[src/rtl/mme_pkg.sv]
// Shared types, constants and helper functions for the matrix multiply engine.
// Used by mme_cell and matrix_multiply_engine_unit; depends on nothing.
package mme_pkg;

    // Largest matrix dimension the stores and the cell row are built for.
    localparam int MAX_DIM = 8;

    localparam int DIM_W   = (MAX_DIM > 1) ? $clog2(MAX_DIM) : 1;
    localparam int CNT_W   = $clog2(MAX_DIM + 1);
    localparam int ADDR_W  = $clog2(MAX_DIM * MAX_DIM);
    localparam int IDX_W   = 3;
    localparam int KIND_W  = 2;
    localparam int CFG_W   = 4;
    localparam int CFG_IDX_W = 2;
    localparam int VAL_W   = 16;
    localparam int PROD_W  = 32;
    localparam int SUM_W   = 36;

    localparam logic [CFG_W-1:0] CFG_RESET = 4'd8;

    // Item kinds carried on the input tuser.
    localparam logic [KIND_W-1:0] KIND_LOAD_LEFT  = 2'd0;
    localparam logic [KIND_W-1:0] KIND_LOAD_RIGHT = 2'd1;
    localparam logic [KIND_W-1:0] KIND_COMPUTE    = 2'd2;

    // Configuration register indexes.
    localparam logic [CFG_IDX_W-1:0] REG_A_ROWS    = 2'd0;
    localparam logic [CFG_IDX_W-1:0] REG_INNER_DIM = 2'd1;
    localparam logic [CFG_IDX_W-1:0] REG_B_COLS    = 2'd2;

    // Token that walks down the cell row, one per multiply-accumulate step.
    typedef struct packed {
        logic             vld;
        logic             first;
        logic             lastk;
        logic [DIM_W-1:0] k;
    } mme_tok_t;

    // Write request into one cell's column store.
    typedef struct packed {
        logic             en;
        logic [DIM_W-1:0] addr;
        logic [VAL_W-1:0] data;
    } mme_wr_t;

    // A size register of zero means one, anything above MAX_DIM means MAX_DIM.
    function automatic logic [CNT_W-1:0] eff_size(input logic [CFG_W-1:0] r);
        logic [CNT_W-1:0] res;
        if (r == '0)
            res = CNT_W'(1);
        else if (8'(r) > 8'(MAX_DIM))
            res = CNT_W'(MAX_DIM);
        else
            res = CNT_W'(r);
        return res;
    endfunction

    function automatic logic in_range(input logic [IDX_W-1:0] idx,
                                      input logic [CNT_W-1:0] n);
        return 8'(idx) < 8'(n);
    endfunction

    function automatic logic is_last(input logic [DIM_W-1:0] idx,
                                     input logic [CNT_W-1:0] n);
        return (CNT_W'(idx) + CNT_W'(1)) == n;
    endfunction

    function automatic logic [ADDR_W-1:0] elem_addr(input logic [IDX_W-1:0] r,
                                                    input logic [IDX_W-1:0] c);
        return ADDR_W'(8'(r) * 8'(MAX_DIM) + 8'(c));
    endfunction

endpackage

[src/rtl/mme_ram.sv]
// Generic single-port-write, single-port-read RAM with a registered read.
// Stand-alone; no package dependencies.
module mme_ram #(
    parameter int WIDTH = 16,
    parameter int DEPTH = 64
) (
    input  logic                                 clk,
    input  logic                                 we,
    input  logic [((DEPTH > 1) ? $clog2(DEPTH) : 1)-1:0] waddr,
    input  logic [WIDTH-1:0]                     wdata,
    input  logic [((DEPTH > 1) ? $clog2(DEPTH) : 1)-1:0] raddr,
    output logic [WIDTH-1:0]                     rdata
);

    logic [WIDTH-1:0] mem [DEPTH];

    always_ff @(posedge clk)
    begin
        if (we)
        begin
            mem[waddr] <= wdata;
        end
        rdata <= mem[raddr];
    end

endmodule

[src/rtl/mme_cell.sv]
// One cell of the multiply-accumulate row: holds one column of the right operand
// and one accumulator. Depends on mme_pkg and mme_ram.
module mme_cell (
    input  logic                         clk,
    input  logic                         rst_n,
    input  mme_pkg::mme_wr_t             wr,
    input  mme_pkg::mme_tok_t            tok_in,
    input  logic signed [mme_pkg::VAL_W-1:0] a_in,
    output mme_pkg::mme_tok_t            tok_out,
    output logic signed [mme_pkg::VAL_W-1:0] a_out,
    output logic signed [mme_pkg::SUM_W-1:0] acc
);

    logic [mme_pkg::MAX_DIM-1:0]        bvld_reg;
    logic [mme_pkg::VAL_W-1:0]          b_raw;
    logic                               bv_reg;
    mme_pkg::mme_tok_t                  tok1_reg;
    mme_pkg::mme_tok_t                  tok2_reg;
    logic signed [mme_pkg::VAL_W-1:0]   a1_reg;
    logic signed [mme_pkg::VAL_W-1:0]   b_val;
    logic signed [mme_pkg::PROD_W-1:0]  prod_reg;
    logic signed [mme_pkg::SUM_W-1:0]   prod_ext;
    logic signed [mme_pkg::SUM_W-1:0]   acc_reg;
    logic signed [mme_pkg::SUM_W-1:0]   acc_next;

    mme_ram #(
        .WIDTH (mme_pkg::VAL_W),
        .DEPTH (mme_pkg::MAX_DIM)
    ) u_col_ram (
        .clk   (clk),
        .we    (wr.en),
        .waddr (wr.addr),
        .wdata (wr.data),
        .raddr (tok_in.k),
        .rdata (b_raw)
    );

    // Entries never written since reset read as zero.
    assign b_val    = bv_reg ? $signed(b_raw) : '0;
    assign prod_ext = {{(mme_pkg::SUM_W - mme_pkg::PROD_W){prod_reg[mme_pkg::PROD_W-1]}},
                       prod_reg};

    always_comb
    begin
        acc_next = acc_reg;
        if (tok2_reg.vld)
        begin
            acc_next = tok2_reg.first ? prod_ext : acc_reg + prod_ext;
        end
    end

    always_ff @(posedge clk or negedge rst_n)
    begin
        if (!rst_n)
        begin
            bvld_reg <= '0;
            tok1_reg <= '0;
            tok2_reg <= '0;
        end
        else
        begin
            if (wr.en)
            begin
                bvld_reg[wr.addr] <= 1'b1;
            end
            tok1_reg <= tok_in;
            tok2_reg <= tok1_reg;
        end
    end

    always_ff @(posedge clk)
    begin
        bv_reg   <= bvld_reg[tok_in.k];
        a1_reg   <= a_in;
        prod_reg <= a1_reg * b_val;
        acc_reg  <= acc_next;
    end

    assign tok_out = tok1_reg;
    assign a_out   = a1_reg;
    assign acc     = acc_reg;

endmodule

[config.mk]
export PLATFORM = sky130hd
export DESIGN_NAME = mme_cell
export DESIGN_NICKNAME = d
export VERILOG_FILES = /design/src/rtl/mme_pkg.sv /design/src/rtl/mme_ram.sv /design/src/rtl/mme_cell.sv
export SDC_FILE = /design/constraint.sdc
export NUM_CORES = 1
export LEC_CHECK = 0
export BUFFER_PORTS_ARGS = -buffer_cell sky130_fd_sc_hd__buf_2
export CAP_MARGIN = 20
export CORE_ASPECT_RATIO = 0.9
export CORE_MARGIN = 2
export CORE_UTILIZATION = 35
export CTS_CLUSTER_DIAMETER = 60
export DETAILED_ROUTE_END_ITERATION = 10
export PLACE_DENSITY_LB_ADDON = 0.2
export SETUP_SLACK_MARGIN = 0.4
export SYNTH_ARGS = -nofsm -noshare
export SYNTH_HDL_FRONTEND = slang
export SYNTH_HIERARCHICAL = 1
export SYNTH_SLANG_ARGS = --single-unit
[constraint.sdc]
create_clock -name clk -period 6 [get_ports clk]
set_input_delay 0.3 -clock clk [delete_from_list [all_inputs] [get_ports clk]]
set_output_delay 0.3 -clock clk [all_outputs]
set_load 0.02 [all_outputs]
==> impl_metrics.py <==
metrics = {
    "status": {
        "status": "finished, violations left",
        "failed_checks": "negative setup slack",
    },
    "setup_path": {
        "cp.required_ns": 6.44,
        "crit_fanout": 6,
        "ff2ff_path_depth": 23,
        "worstSetupStartpointType": "flip-flop",
        "cp-end-kind": "flip-flop",
        "path_class": "flip-flop to flip-flop",
        "critPathArrivalTime_ns": 6.52,
    },
    "placement": {
        "io_buffers": 101,
        "dpl-instance-area_sq_um": 22930,
        "routabilityCongestion": 0.8431,
        "place_hpwl_mm": 38.45,
    },
    "global_routing": {
        "grt_pass1_vias": 15120,
        "grt_usage_pct": 17.14,
        "antenna_found_initial": 0,
        "grt_overflow": 0,
        "grt_max_degree": 73,
        "grt_pass1_wl_mm": 81.82,
    },
    "clock_network": {
        "cts_buffers": 30,
        "cts_tree": "yes",
        "clock_latency_ns": 0.59,
        "clock_path_buffers": 3,
        "path_clk_slew_ns": 0.06,
        "cts.root.buffer_cell": "clkbuf_16",
        "clock_sinks": 245,
        "ctsHtreeMaxLevel": 1,
    },
    "synth": {
        "synth_area_leaders": "fa_1, edfxtp_1, ha_1, dfxtp_1, inv_1",
        "synth-seq-cells": 245,
        "async_flop_share_pct": 6.531,
        "syn_nets": 2236,
        "synth_edf_count": 164,
        "synth.cell_area_sq_um": 20260,
        "ys_warn_count": 6,
        "yosysTopAreaCell": "fa_1",
        "yosysTopAreaCellShare_pct": 25.98,
        "syn_avg_cell_area_sq_um": 11.18,
        "synth_cell_types": 72,
        "yosysSeqAreaShare_pct": 32.70,
        "ys.flop_type": "edfxtp_1",
        "synthCells": 1812,
    },
    "timing": {
        "fin_crit_sh_pct": 101.3,
        "fin_skew_ns": 0.03889,
        "grt_setup_unrepaired": "true",
        "max_freq_ghz": 0.1646,
        "holdWs_ns": 0.05347,
        "worst_slew_pin_slew_ns": 1.073,
        "setup_slack_ns": -0.07615,
        "finalHoldViolations": 0,
        "setup_viol": 3,
        "maxSlewViolCount": 0,
        "post-route-min-period_ns": 6.076,
        "slew_headroom_pct": 28.22,
    },
    "finish": {
        "area_growth_syn_to_layout_pct": 23.60,
        "fillers": 5441,
        "nets": 2511,
        "stdcell_area_sq_um": 25040,
        "drive_gt1_share_pct": 22.83,
        "multi_input_area_sq_um": 12700,
        "seqCellArea_sq_um": 6640,
        "largest_reg_flops": 128,
    },
    "routing": {
        "vias": 14130,
        "drt_pass1_iterations": 7,
        "routedWlPerCell_um": 17.39,
        "post_drt_via_cell_ratio": 4.910,
        "drc_errors": 0,
        "drt-total-wl_mm": 50.03,
        "drt_iter0_drc": 897,
        "drt.antenna.violating_nets": 0,
    },
    "hold_path": {
        "hold_class": "input port to flip-flop",
        "min_path_cells": 2,
    },
    "floorplan": {
        "initial_core_util_pct": 35.47,
        "ioPinCount": 102,
        "die_x_um": 257.6,
        "placement_rows": 83,
        "die_h_um": 232.3,
        "core_area_sq_um": 57120,
        "dieArea_sq_um": 59830,
    },
    "job": {
        "drv_cap": 0,
    },
}
[cells in the final DEF (no fill, tap or decap), types with 10 or more instances in the layout]
cell / instances
a21oi_2: 12
nand3_1: 27
o21ai_0: 39
clkbuf_16: 32
buf_6: 10
and3_1: 119
buf_4: 149
fa_1: 254
ha_1: 104
mux4_1: 28
xnor2_1: 34
mux2_2: 19
edfxtp_1: 164
dfrtp_1: 15
inv_1: 310
a21o_1: 18
nor2_1: 56
dfxtp_1: 57
nor3_1: 10
buf_12: 16
buf_2: 101
a21oi_1: 47
nand2b_1: 11
o211ai_1: 11
nand2_1: 140
inv_2: 12
dlygate4sd3_1: 36
o21a_1: 20
ha_4: 11
o31ai_1: 15
[layer usage]
layer	global-route usage [%]	routed length, um	vias to the layer above
met5	0	0	-
met4	3.793	950	0
met3	2.674	2327	55
met2	28.39	22990	287
met1	23.74	23760	7128
li1	-	-	6655
[synthesized netlist by cell type, types with 3 or more instances]
master and instances:
a211o_1 3, o311ai_0 3, a211oi_1 13, mux4_2 6
nand2b_1 12, nor2_1 61, nand3_1 28, o21a_1 20
dfxtp_1 65, o31ai_1 15, a21o_1 18, or3_1 5
buf_2 3, o31a_1 8, nor4_1 5, o21bai_1 8
a21boi_0 7, nand4_1 5, a311oi_1 5, fa_1 263
a41o_1 3, a31o_2 5, clkbuf_1 59, or2_2 6
edfxtp_1 164, xor2_1 9, buf_6 4, inv_1 321
nand3b_1 3, nor2b_1 8, xnor2_1 35, dfrtp_1 16
mux4_1 28, nor3b_1 7, buf_1 4, o211ai_1 11
ha_1 117, o21ai_0 48, a21oi_1 59, nand2_1 153
and2_1 12, mux2_2 19, nor3_1 12, and3_1 124
[worst max-delay path, cell delays in order, from the launching register on]
cell       delay [ns]
dfxtp_4          0.41
buf_6            0.13
and2_4           0.15
buf_6            0.10
buf_4            0.11
nand2_1          0.07
fa_1             0.48
inv_1            0.06
fa_1             0.48
fa_1             0.46
fa_1             0.50
fa_1             0.51
inv_1            0.05
fa_1             0.49
inv_2            0.05
ha_4             0.21
a21o_1           0.18
a21oi_2          0.15
o2111ai_2        0.13
a211o_1          0.32
o311ai_4         0.29
a21oi_2          0.12
buf_4            0.14
a311o_1          0.33
[logic make-up after synthesis]
family | after synthesis | share of synthesized area, %
AOI/OAI and AO/OA | 247 | 8.219
xor gates and xnor gates | 44 | 1.902
adders and majority gates | 380 | 33.21
buffers and inverters | 394 | 7.490
DFF | 245 | 32.70
muxes | 54 | 5.403
and+or+nand+nor | 448 | 11.07
[per-stage QoR]
step                      cells  setup slack, ns  util, %   TNS, ns
final                      2877         -0.07615    43.85  -0.09010
after global routing       2876          -0.2771    43.84    -1.239
after CTS                  2852         -0.05936    42.84   -0.1031
after detailed placement   2759          -0.2902    40.14    -1.441
after global placement     2759          -0.1428    40.14   -0.6276
after floorplan            1812           0.1356        -         0
[what timing repair did]
item	4_1_cts	5_1_grt
pin swaps	6	45
hold buffers	36	0
hold endpoints to repair	163	0
endpoints found under the setup margin	17	19
resized for setup	28	91
setup buffers	1	21
gates cloned	0	2
[cell type report]
type / count / area share [%]
multi-input cells: 1173 / 50.69
inverters: 322 / 4.826
clock inverters: 10 / 0.6245
diodes: 1 / 0.009992
clock buffers: 46 / 3.597
flip-flops and latches: 245 / 26.51
well taps: 765 / 3.822
repair buffers: 315 / 9.912
[final timing paths]
kind	startpoint	endpoint	slack [ns]
min reg2reg	tok_out[4]$_DFF_PN0_	tok2_reg[4]$_DFF_PN0_	0.37
min in group asynchronous	rst_n	bvld_reg[0]$_DFFE_PN0P_	0.21
max	bv_reg$_DFF_P_	prod_reg[30]$_DFF_P_	-0.08
max in group asynchronous	rst_n	tok2_reg[4]$_DFF_PN0_	5.42
max reg2reg	bv_reg$_DFF_P_	prod_reg[30]$_DFF_P_	-0.08
min	wr[18]	bvld_reg[4]$_DFFE_PN0P_	0.05
Power is left out: the tool's default activity adds up to more than one toggle a clock period on the data nets, which glitch-free logic cannot reach.
