<file path="src/rtl/mme_ram.sv">
// Generic single-port-write, single-port-read RAM with a registered read.
// Stand-alone; no package dependencies.
module mme_ram #(
    parameter int WIDTH = 16,
    parameter int DEPTH = 64
) (
    input  logic                                 clk,
    input  logic                                 we,
    input  logic [((DEPTH > 1) ? $clog2(DEPTH) : 1)-1:0] waddr,
    input  logic [WIDTH-1:0]                     wdata,
    input  logic [((DEPTH > 1) ? $clog2(DEPTH) : 1)-1:0] raddr,
    output logic [WIDTH-1:0]                     rdata
);

    logic [WIDTH-1:0] mem [DEPTH];

    always_ff @(posedge clk)
    begin
        if (we)
        begin
            mem[waddr] <= wdata;
        end
        rdata <= mem[raddr];
    end

endmodule

</file>
<file path="config.mk">
export PLATFORM = sky130hd
export DESIGN_NAME = mme_ram
export DESIGN_NICKNAME = d
export VERILOG_FILES = /design/src/rtl/mme_ram.sv
export SDC_FILE = /design/constraint.sdc
export NUM_CORES = 1
export LEC_CHECK = 0
export ABC_AREA = 1
export BUFFER_PORTS_ARGS = -buffer_cell sky130_fd_sc_hd__buf_2
export CAP_MARGIN = 20
export CORE_UTILIZATION = 40
export CTS_CLUSTER_SIZE = 40
export DETAILED_ROUTE_END_ITERATION = 16
export PLACE_DENSITY = 0.52
export RECOVER_POWER = 25
export SETUP_SLACK_MARGIN = 0.2
export SLEW_MARGIN = 20
export SYNTH_ARGS = -nofsm -noshare
export SYNTH_HDL_FRONTEND = slang
export SYNTH_SLANG_ARGS = --single-unit
</file>
<file path="constraint.sdc">
create_clock -name clk -period 3.5 [get_ports clk]
set_input_delay 0 -clock clk [delete_from_list [all_inputs] [get_ports clk]]
set_output_delay 0 -clock clk [all_outputs]
set_load 0.02 [all_outputs]
</file>
==> results summary, run 1 <==
Once detailed placement completed, the half-perimeter wirelength came to 66.1 mm. The wire length of the first global-routing pass is ~170 mm. The Yosys step of the flow raised 0 warnings. The final layout contains routed wiring with a total length of 119 mm. The number of storage elements in the synthesis netlist came out at between 1k and 1.5k. The slowest stage of the critical path is the sky130_fd_sc_hd__clkbuf_1 cell.

Counting stages on the worst path, the most repeated cell is sky130_fd_sc_hd__clkbuf_1. The flow ran to the end, but the final reports show violations. The routed layout has approximately 27k vias. For this design the ratio of total power to cell area is between 500 and 600 nW/um^2. In this run the clock root is driven by a sky130_fd_sc_hd__clkbuf_16.

The clock insertion delay at the later pin of the skew report came out at 0.68 ns. The synthesized cell area is between 40,000 and 50,000 um^2. The initial antenna violation count is 6. Summed over all cells, the static leakage comes to between 15 and 20 nW. The shortest period the worst path allows came out at 2.61 ns. Headroom to the max-slew limit came out at -0.850. The area added between synthesis and finish came out at 12.8%. The post-CTS clock slew at the launch and capture registers of the worst setup and hold paths came out at 0.06 ns.

Of all cell types, the one taking the most synthesized area is sky130_fd_sc_hd__edfxtp_1. The y dimension of the die came out at ~330 um. The TritonCTS clock tree is done.

The routed length per placed instance came out at about 23 um. The transition time at the pin with the least slew margin is roughly 2.8 ns. The number of gates given a new drive strength after cts came out at 0.

The maximum single-stage delay on the critical path is approximately 1.4 ns. Walking the worst path, the cells encountered are dlygate4sd3_1 > clkbuf_1 > clkbuf_1. The maximum fanout encountered on the critical timing path came out at 35.

The final max-slew violation count is 435. The number of nets in the synthesized netlist is 3,547. The clock passes through at most 3 buffers. The overall fraction of global-route tracks in use is 0.222. Before antenna repair, the detailed router went through 6 iterations. The placeable core region came out at about 100,000 um^2. The count of boundary I/O pins came out at 46.

The final reports fail on max-capacitance violations, max-slew violations. Setup repair after global routing left no endpoint under its margin. Between clock sinks in the finished design, the worst skew comes to ~0.032 ns. The total overflow reported by the global router is 0. On the critical path the largest part of the delay comes from buffers and inverters. The worst setup path is of the input pin to register kind. The number of DRC violations after detailed routing came out at 0. The arrival time reported for the critical path endpoint is 2.83 ns.

The total number of placement rows came out at about 120. Synthesis instantiated 16 different standard cells from the library. The number of H-tree levels is 3. The sort of element at the start of the critical path is an input pin. The full die area came out at between 100,000 and 150,000 um^2. For this run, the register share of the synthesized area comes to 0.738. The number of global-route vias before repair is approximately 25k. The library cell used most frequently in the layout, excluding fill and tap cells, is sky130_fd_sc_hd__nand2_1. By area the synthesized netlist is led by sky130_fd_sc_hd__edfxtp_1 73%, sky130_fd_sc_hd__nand2_1 12%, sky130_fd_sc_hd__nand3_1 10%. The final critical-path share of the clock period is 0.747. The count of nets left with antenna violations once routing finished came out at 0.

The utilization after layout is 0.457. In the synthesized netlist, the number of instances is approximately 3.5k. The required time at the worst-slack endpoint came out at 3.72 ns. The number of nets in the finished design is 3,629. Routability-driven placement finished with a final weighted congestion of roughly 0.79. The share of synthesized area in the top cell type comes to 0.730. The final hold slack came out at between 0.09 and 0.1 ns. The number of buffer and inverter instances along the worst setup path is 3. The maximum frequency from static timing analysis is around 380 MHz. The number of maximum-capacitance constraint violations is 12.

The number of buffers added by the clock tree synthesis step is between 100 and 150. IR analysis of the VDD net gives a maximum drop of about 0.43 mV. In this run, the number of DRC markers left after iteration 0 of detailed routing was 2,553.

The initial utilization of the core area, before any placement, comes to 0.405. The per-instance average area after synthesis came out at about 12 um^2. The width of the die is between 300 and 400 um.

The worst setup path is captured at a register. The number of buffers added on ports came out at 45. The setup total negative slack is 0 ns. The min-delay analysis places its worst path in the category input pin to register. The average via count per standard cell came out at 5.31. The final number of setup-violating endpoints is 0. The final number of hold-violating endpoints came out at 0.

The fraction of final layout cells with drive strength greater than 1 is 0.0883. The TritonCTS sink count came out at roughly 1.0k. The pin count of the biggest net entering global routing came out at between 150 and 200.

The library cells used most frequently in the layout, excluding fill and tap cells, are 1,296 x sky130_fd_sc_hd__nand2_1, 1,024 x sky130_fd_sc_hd__edfxtp_1, 871 x sky130_fd_sc_hd__nand3_1, 114 x sky130_fd_sc_hd__clkbuf_16, 110 x sky130_fd_sc_hd__buf_4.
==> sequential cells by signal, summed over array words and instances (netlist names) <==
| name | cells |
|---|---|
| mem | 1024 |
| rdata | 16 |
==> path summary, 6_finish.rpt <==
kind	from	cells after the start	slack [ns]	to
max	wdata[12]	3	0.89	mem[60][12]$_DFFE_PP_
min	raddr[2]	7	0.1	rdata[12]$_DFF_P_
min reg2reg	mem[4][11]$_DFFE_PP_	8	0.83	rdata[11]$_DFF_P_
max reg2reg	mem[51][9]$_DFFE_PP_	9	1.46	rdata[9]$_DFF_P_
==> stage by stage <==
stage,instance area (um^2),worst slack (ns),total power [mW],cells
2_1_floorplan,42100,0.946,15.0,3517
3_3_place_gp,43900,1.06,15.8,4844
3_5_place_dp,43900,1.05,15.8,4845
4_1_cts,47500,1.10,26.9,5067
5_1_grt,47500,0.745,27.5,5071
6_report,47500,0.886,26.7,5072
==> final cells by class <==
class | count | area [um^2]
clock inverters | 61 | 438
fillers | 9573 | 56500
multi-input cells | 2240 | 9630
inverters | 12 | 71.3
well taps | 1380 | 1730
clock buffers | 143 | 3000
diodes | 1 | 2.50
repair buffers | 195 | 1550
flip-flops and latches | 1040 | 31100
==> where the power goes <==
part           internal, mW  switching (mW)
combinational         0.405            1.28
sequential             13.8          0.0507
clock                  6.44            4.78
==> worst register-to-register path, cell delays in order (launching register included) <==
cell and delay, ns:
sky130_fd_sc_hd__edfxtp_1 0.35, sky130_fd_sc_hd__nand2_1 0.07, sky130_fd_sc_hd__nand3_1 0.08, sky130_fd_sc_hd__nand3_1 0.23, sky130_fd_sc_hd__nand2_1 0.08, sky130_fd_sc_hd__nand2_1 0.06
sky130_fd_sc_hd__nand3_1 0.16, sky130_fd_sc_hd__nand3_1 0.27, sky130_fd_sc_hd__nand2_1 0.09, sky130_fd_sc_hd__dlygate4sd3_1 0.56
==> logic make-up (layout without fill, tap and decap cells) <==
family                 after synthesis  count (layout)  share of synthesized area
DFF                               1040            1040                      0.738
and+or+nand+nor                   2240            2240                      0.227
other                                0               1                          0
buffers and inverters              237             411                     0.0354
==> metal layers <==
metal | track usage | wire length (um) | up-vias
met2 | 0.338 | 53700 | 799
met3 | 0.0390 | 7860 | 133
met5 | 0 | 37 | -
met1 | 0.329 | 54900 | 13400
li1 | - | - | 12600
met4 | 0.0588 | 2640 | 6
==> Yosys cell counts (all sizes together) <==
cell type,n
edfxtp,1024
buf,199
nand3,871
clkbuf,26
nand2,1296
nor2,56
dfxtp,16
nand4,9
inv,12
nor4,8
==> repair_timing <==
action | 4_1_cts | 5_1_grt
setup buffers | 0 | 0
hold buffers | 18 | 2
hold endpoints to repair | 344 | 67
No activity file was read; power rests on OpenSTA's default activity.
==> inputs of run 2 (changes only) <==
Settings changed: ABC_AREA 1 to 0, PLACE_DENSITY 0.52 to 0.54.
Clock period 3.5 ns to 2.2 ns, I/O delays scaled along.
==> results summary, run 2 <==
TritonCTS built the clock tree. The post-CTS clock slew at the launch and capture registers of the worst setup and hold paths is 0.06 ns. The number of buffer and inverter instances along the worst setup path is 1.

The area of placed instances came out at between 40,000 and 50,000 um^2. The power per standard cell area came out at 904 nW/um^2. The worst path meets setup with 0.240 ns of slack.

The detailed-routing iteration count for the pre-antenna-repair pass is 7. The y dimension of the die came out at ~320 um. Setup repair after global routing left no endpoint under its margin. The HPWL after detailed placement came out at roughly 63 mm. At the worst endpoint, the arrival time is around 2.5 ns.

Measured on the finished design, the core utilization comes to 0.476. STA classifies the critical path endpoint as a register. The final number of hold-violating endpoints is 0. Dividing the detail-routed via count by the number of cells gives approximately 5.5. The cell area that synthesis handed to floorplanning was 40,000 um^2. The total power draw is roughly 42 mW. In the global route stage, overall resource usage came out at 0.200. Among all cell types in the netlist, the one instantiated most often is sky130_fd_sc_hd__edfxtp_1. The maximum single-stage delay on the critical path came out at just under 0.5 ns. The final weighted congestion in routability-driven placement is between 0.8 and 0.9.

The number of nets with antenna violations after routing came out at 0. The initial antenna violation count came to 14. The final critical-path share of the clock period came out at 0.891. The cell sitting at the root of the clock tree is a sky130_fd_sc_hd__clkbuf_16. The number of instances in the synthesized netlist came out at roughly 1.8k.

Headroom to the max-slew limit came out at -0.457. The final reports fail on max-capacitance violations, max-slew violations. Clock tree synthesis inserted a total of 109 buffers.

The share of the Yosys chip area taken by registers is 0.776. The number of warning messages in the yosys log came out at 0. The wire length of the first global-routing pass came out at 145 mm. The required time at the worst-slack endpoint came out at roughly 2.7 ns.

The die covers between 100,000 and 150,000 um^2. In this design, the largest share of critical-path delay is due to compound AO/OA/AOI/OAI gates. Wires add up to between 100 and 150 mm. In the final layout, the share of cells above drive strength 1 is 0.304.

sky130_fd_sc_hd__edfxtp_1 takes more of the synthesized area than any other cell. The area added between synthesis and finish came out at 17.3%. The pre-CTS worst setup slack came out at -0.124 ns. The async set-reset flop share out of synthesis is 0.

The maximum clock path buffer count is 3. The routed length per placed instance is slightly below 30 um. The number of storage elements in the synthesis netlist is between 1k and 1.5k. In the layout the commonest cells are 1,024 x sky130_fd_sc_hd__edfxtp_1, 220 x sky130_fd_sc_hd__mux4_2, 174 x sky130_fd_sc_hd__buf_4, 113 x sky130_fd_sc_hd__clkbuf_16, 83 x sky130_fd_sc_hd__mux2i_1. The maximum fanout encountered on the critical timing path came out at 1.

The setup clock skew after layout came out at roughly 0.020 ns. The number of filler cells placed in the layout is roughly 8.2k. The flow ran to the end, but the final reports show violations.

The share of synthesized area in the top cell type comes to 0.768. The sort of element at the start of the critical path is a register. After synthesis, the cell types taking the most area are sky130_fd_sc_hd__edfxtp_1 77%, sky130_fd_sc_hd__mux4_2 12%, sky130_fd_sc_hd__mux2i_1 2.1%.

The per-instance average area after synthesis is approximately 22 um^2. The TritonCTS sink count came out at 1,040. The register name with the most flops is mem. The worst voltage drop across the vdd grid is between 0.5 and 0.6 mV. In this run the count of I/O pins placed on the die edge is 46. The total vias in the final route is ~19k. Measured along the x axis, the die boundary spans between 300 and 400 um. The placeable core region came out at ~99,000 um^2. The path class of the tightest hold or removal check is input pin to register.

The net count after synthesis came out at 1,859. Setup violations remaining at the end of the flow were counted as 0. The signal on the critical path passes through mux4_2 > nor2b_1 > a211o_1 > a31oi_2 > buf_4 > a311oi_1. For this configuration, the core starts out at a cell density of 0.406. The number of nets in the finished design is 2,143. The number of buffers added on ports is 45. The worst-path cell with the longest stage delay is sky130_fd_sc_hd__mux4_2. The number of flops mapped to enable cells by yosys came out at roughly 1.0k. Counting instances in the post-synthesis netlist gives the leading cell types as 1,024 x sky130_fd_sc_hd__edfxtp_1, 220 x sky130_fd_sc_hd__mux4_2, 85 x sky130_fd_sc_hd__mux2i_1. The H-tree generated during clock tree synthesis spans 3 levels.

The number of DRC violations after detailed routing came out at 0. The total number of placement rows is around 120. The maximum frequency from static timing analysis came out at approximately 500 MHz. The most common cell after layout, fill and taps aside is sky130_fd_sc_hd__edfxtp_1.

The top flip-flop cell by instance count after synthesis is sky130_fd_sc_hd__edfxtp_1. In this run, the number of DRC markers left after iteration 0 of detailed routing was 1,761. The transition time at the pin with the least slew margin came out at ~2.2 ns. The total overflow reported by the global router came out at 0.

The number of global-route vias before repair is between 15k and 20k. The final max-slew violation count came to roughly 290. The shortest period the worst path allows is 1.96 ns. The post-layout instance area came out at between 40,000 and 50,000 um^2. The worst setup path is of the register to register kind. The number of maximum-capacitance constraint violations came out at 5.

The number of flip-flops under the largest register name is 1,024. The largest registers in the layout are mem x1024, rdata x16. The number of distinct library cell variants in the gate-level netlist after synthesis is 43. The pin count of the biggest net entering global routing is 65. In this run the static leakage power is around 15 nW. Clock latency on the worst-skew pair, taken at its later pin, is 0.68 ns.
run 2: cell count changes in the layout (fill, tap and decap cells not counted), sizes merged, moves of 9 or more:
cell / delta
inv: -9
nor2b: +30
nand2: -1236
clkinv: -16
mux4: +224
nor2: +18
mux2: +27
a21oi: +17
buf: +91
a22oi: +39
mux2i: +85
nand3: -847
a221oi: +16
run 2: worst register-to-register path, cell delays in order, from the launching register on:
cell	delay, ns
sky130_fd_sc_hd__edfxtp_1	0.37
sky130_fd_sc_hd__mux4_2	0.49
sky130_fd_sc_hd__nor2b_1	0.15
sky130_fd_sc_hd__a211o_1	0.36
sky130_fd_sc_hd__a31oi_2	0.22
sky130_fd_sc_hd__buf_4	0.18
sky130_fd_sc_hd__a311oi_1	0.06
run 2: final timing paths:
| path | startpoint | to | slack, ns | depth (start not counted) |
|---|---|---|---|---|
| setup reg to reg | mem[11][1]$_DFFE_PP_ | rdata[1]$_DFF_P_ | 0.24 | 6 |
| setup / recovery | mem[11][1]$_DFFE_PP_ | rdata[1]$_DFF_P_ | 0.24 | 6 |
| hold reg to reg | mem[3][5]$_DFFE_PP_ | rdata[5]$_DFF_P_ | 0.87 | 4 |
| hold / removal | waddr[1] | mem[49][10]$_DFFE_PP_ | 0.06 | 3 |
run 2: cell type report:
type	instances	area, um^2	share of cell area
flip-flops and latches	1040	31100	0.662
multi-input cells	685	8310	0.177
clock buffers	141	2990	0.0637
repair buffers	277	2420	0.0515
well taps	1287	1610	0.0343
clock inverters	59	543	0.0116
diodes	6	15.0	0.000320
run 2: stage by stage:
stage               std cells  hold WS (ns)  TNS (ns)
global placement         3275         0.458    -0.362
finish                   3495        0.0569         0
global route             3491        0.0415         0
detailed placement       3275         0.454    -0.355
floorplan                1829        0.0989         0
CTS                      3489        0.0292         0
run 2: repair_timing:
item	CTS	global route
setup buffers	0	0
hold buffers	14	0
setup endpoints to repair	1	8
pin swaps	0	2
endpoints found under the hold margin	353	0
resized for setup	2	9
run 2: cells by family (layout without fill, tap and decap cells):
kind of cell	count (synthesis)	after routing	synth area share
flip-flops	1040	1040	0.776
multiplexers	336	336	0.155
other	0	6	0
buffers and inverters	104	477	0.0183
AO/OA/AOI/OAI	129	129	0.0241
AND/OR/NAND/NOR	220	220	0.0265
run 2: power by group:
part	switching, mW	total, mW	internal, mW
sequential	0.0811	22.0	21.9
clock	7.44	18.0	10.6
combinational	1.42	2.36	0.941
run 2: routing by layer:
metal / vias up / track usage / share of wire
li1: 8269 / - / -
met1: 10300 / 0.272 / 0.42
met2: 579 / 0.332 / 0.50
met3: 148 / 0.0344 / 0.056
met4: 8 / 0.0545 / 0.023
met5: - / 0 / 0.00038
==> inputs of run 3 (changes only) <==
Settings changed: CTS_BUF_LIST set to sky130_fd_sc_hd__clkbuf_2.
==> results summary, run 3 (same netlist as run 2, synthesis figures left out) <==
The power per standard cell area came out at about 800 nW/um^2. Compared with the post-synthesis result, the final layout area differs by 16.9%. The arrival time reported for the critical path endpoint came out at 3.30 ns. Ranked by flip-flop count, first place goes to mem. The number of maximum-capacitance constraint violations is 7.

The HPWL after detailed placement came out at ~63 mm. The final weighted congestion in routability-driven placement is ~0.83. Setup repair after global routing could not meet its margin everywhere. Measured against its own limit, the worst slew margin works out to -0.220. The number of buffers added by the clock tree synthesis step came out at between 200 and 300.

The TritonCTS sink count came out at approximately 1.0k. Entering global routing, the biggest net connects 65 pins. The required time at the worst-slack endpoint is 3.38 ns.

The internal power consumption came out at 28.4 mW. The worst min-delay path class is input pin to register. The total vias in the final route is a little over 20k.

In this run the power spent charging and discharging nets is 9.09 mW. The final hold slack came out at between 0.06 and 0.07 ns. The static leakage is ~16 nW. The count of boundary I/O pins came out at 46. Using the TritonRoute via totals, the vias-per-cell ratio works out to between 5 and 6. Static timing analysis puts the maximum clock frequency at 472 MHz. The number of DRC markers in iteration 0 came out at 1,676. The cell sitting at the root of the clock tree is a sky130_fd_sc_hd__clkbuf_2. The fraction of power consumed by sequential logic came out at 0.588.

Clock skew on the completed layout was measured at ~0.12 ns. The total number of placement rows came out at between 100 and 150. The number of flip-flops under the largest register name is about 1k. For this configuration, the core starts out at a cell density of 0.406. For the worst-skew pair, the clock arrives at the later sink with an insertion delay of about 1.5 ns. The number of nets in the finished design came out at around 2.4k.

The placeable core region came out at roughly 99,000 um^2. In the layout the commonest cells are 1,024 x sky130_fd_sc_hd__edfxtp_1, 415 x sky130_fd_sc_hd__clkbuf_2, 220 x sky130_fd_sc_hd__mux4_2, 170 x sky130_fd_sc_hd__buf_4, 80 x sky130_fd_sc_hd__mux2i_1. The setup total negative slack is 0 ns.

The number of DRC violations after detailed routing is 0. Along the worst path, the maximum fanout reaches 27. The detailed-routing iteration count for the pre-antenna-repair pass is 5.

The die is between 300 and 400 um tall. The setup path with the least slack is of type input pin to register. The total overflow reported by the global router is 0. The library cell used most frequently in the layout, excluding fill and tap cells, is sky130_fd_sc_hd__edfxtp_1. After filler insertion, the fill cell instance count of the layout stands at 8,445. The overall fraction of global-route tracks in use is 0.207. STA classifies the critical path startpoint as an input pin. The share of total power dissipated in combinational logic is 0.068. The first global-routing pass estimated approximately 150 mm of wire. The number of nets with antenna violations after routing came out at 0. Of the total power, the share spent switching nets is 0.243. The final max-slew violation count came out at around 360. The TritonCTS clock tree is done. The die covers 101,000 um^2. The number of buffers added on ports is 45.

The routed length per placed instance is between 20 and 30 um. The share of total power dissipated in the clock network is 0.344. The final number of hold-violating endpoints is 0.

The checks that failed: max-capacitance violations, max-slew violations. In the final layout, the registers with the most flip-flops are mem x1024, rdata x16. Across all register-to-register paths, the minimum setup slack is between 0.2 and 0.25 ns. STA classifies the critical path endpoint as a register. The overall routed net length is 104 mm.

The clock tree synthesis step divided the H-tree into 5 levels. The fraction of final layout cells with drive strength greater than 1 came out at 0.383. The flow ran to the end, but the final reports show violations. The maximum clock path buffer count came out at 4. The shortest period the worst path allows is about 2.1 ns. The worst voltage drop across the vdd grid is 0.354 mV. The number of global-route vias before repair was around 22k. Dividing the final minimum period by the clock period gives 0.963.

The initial antenna violation count is 8. Once placement finished, the instance area stood at 43,300 um^2. The die is 318 um wide.

The final number of setup-violating endpoints is 0. For the pin with the worst max-slew slack, the measured transition is around 1.8 ns. After clock tree synthesis, the clock-pin slew on the worst setup and hold paths is approximately 0.1 ns. The post-layout instance area is about 47,000 um^2.
[run 3: changes by cell type in the layout (fill, tap and decap cells not counted), moves of 15 or more]
cell,previous run,this run
sky130_fd_sc_hd__buf_6,2,23
sky130_fd_sc_hd__dlygate4sd3_1,14,79
sky130_fd_sc_hd__dfxtp_1,16,0
sky130_fd_sc_hd__clkbuf_16,113,0
sky130_fd_sc_hd__clkbuf_1,34,14
sky130_fd_sc_hd__buf_2,34,19
sky130_fd_sc_hd__clkbuf_2,5,415
[run 3: final timing paths]
| kind | start | to | cells past startpoint |
|---|---|---|---|
| worst min register to register | mem[3][5]$_DFFE_PP_ | rdata[5]$_DFF_P_ | 4 |
| worst max register to register | mem[21][4]$_DFFE_PP_ | rdata[4]$_DFF_P_ | 7 |
| worst min-delay path | raddr[4] | rdata[1]$_DFF_P_ | 6 |
| worst max-delay path | wdata[1] | mem[28][1]$_DFFE_PP_ | 6 |
[run 3: critical path, stage by stage]
cell	delay (ns)
sky130_fd_sc_hd__dlygate4sd3_1	0.53
sky130_fd_sc_hd__dlygate4sd3_1	0.53
sky130_fd_sc_hd__dlygate4sd3_1	0.53
sky130_fd_sc_hd__buf_2	0.11
sky130_fd_sc_hd__clkbuf_1	1.06
sky130_fd_sc_hd__buf_4	0.50
[run 3: through the flow]
step	power [mW]	util	cells	setup WS, ns
global placement	24.8	0.438	3275	-0.126
finish	37.5	0.474	3842	0.0804
detailed placement	24.8	0.438	3275	-0.124
CTS	37.9	0.474	3823	0.0106
floorplan	23.6	-	1829	0.242
global route	39.0	0.474	3838	0.0513
[run 3: cell type report]
cell class	instances	area (um^2)	area share
antenna	12	30.0	0.000642
clock buffer	406	2030	0.0434
tap	1287	1610	0.0344
clock inverter	57	333	0.00711
timing repair buffer	355	3290	0.0704
sequential	1040	31100	0.665
multi-input combinational	685	8390	0.179
[run 3: power by group through the flow]
stage,Sequential (mW),Combinational [mW],Clock (mW)
floorplan,22.4,1.14,0
global placement,22.4,2.34,0
detailed placement,22.4,2.37,0
CTS,22.0,2.60,13.3
global route,22.0,2.69,14.3
finish,22.0,2.55,12.9
[run 3: what timing repair did]
| action | CTS | global route |
|---|---|---|
| pin swaps | 5 | 3 |
| cloned | 0 | 3 |
| buffers inserted | 0 | 0 |
| hold endpoints to repair | 2064 | 1 |
| endpoints found under the setup margin | 21 | 110 |
| hold buffers | 85 | 5 |
| gates resized for setup | 68 | 27 |
[run 3: per-layer routing]
layer  vias up  routed length [um]  GRT usage
met3       180                6230     0.0401
li1       8938                   -          -
met2       706               51800      0.339
met5         -                  19          0
met4         2                2690     0.0821
met1     10900               43600      0.272
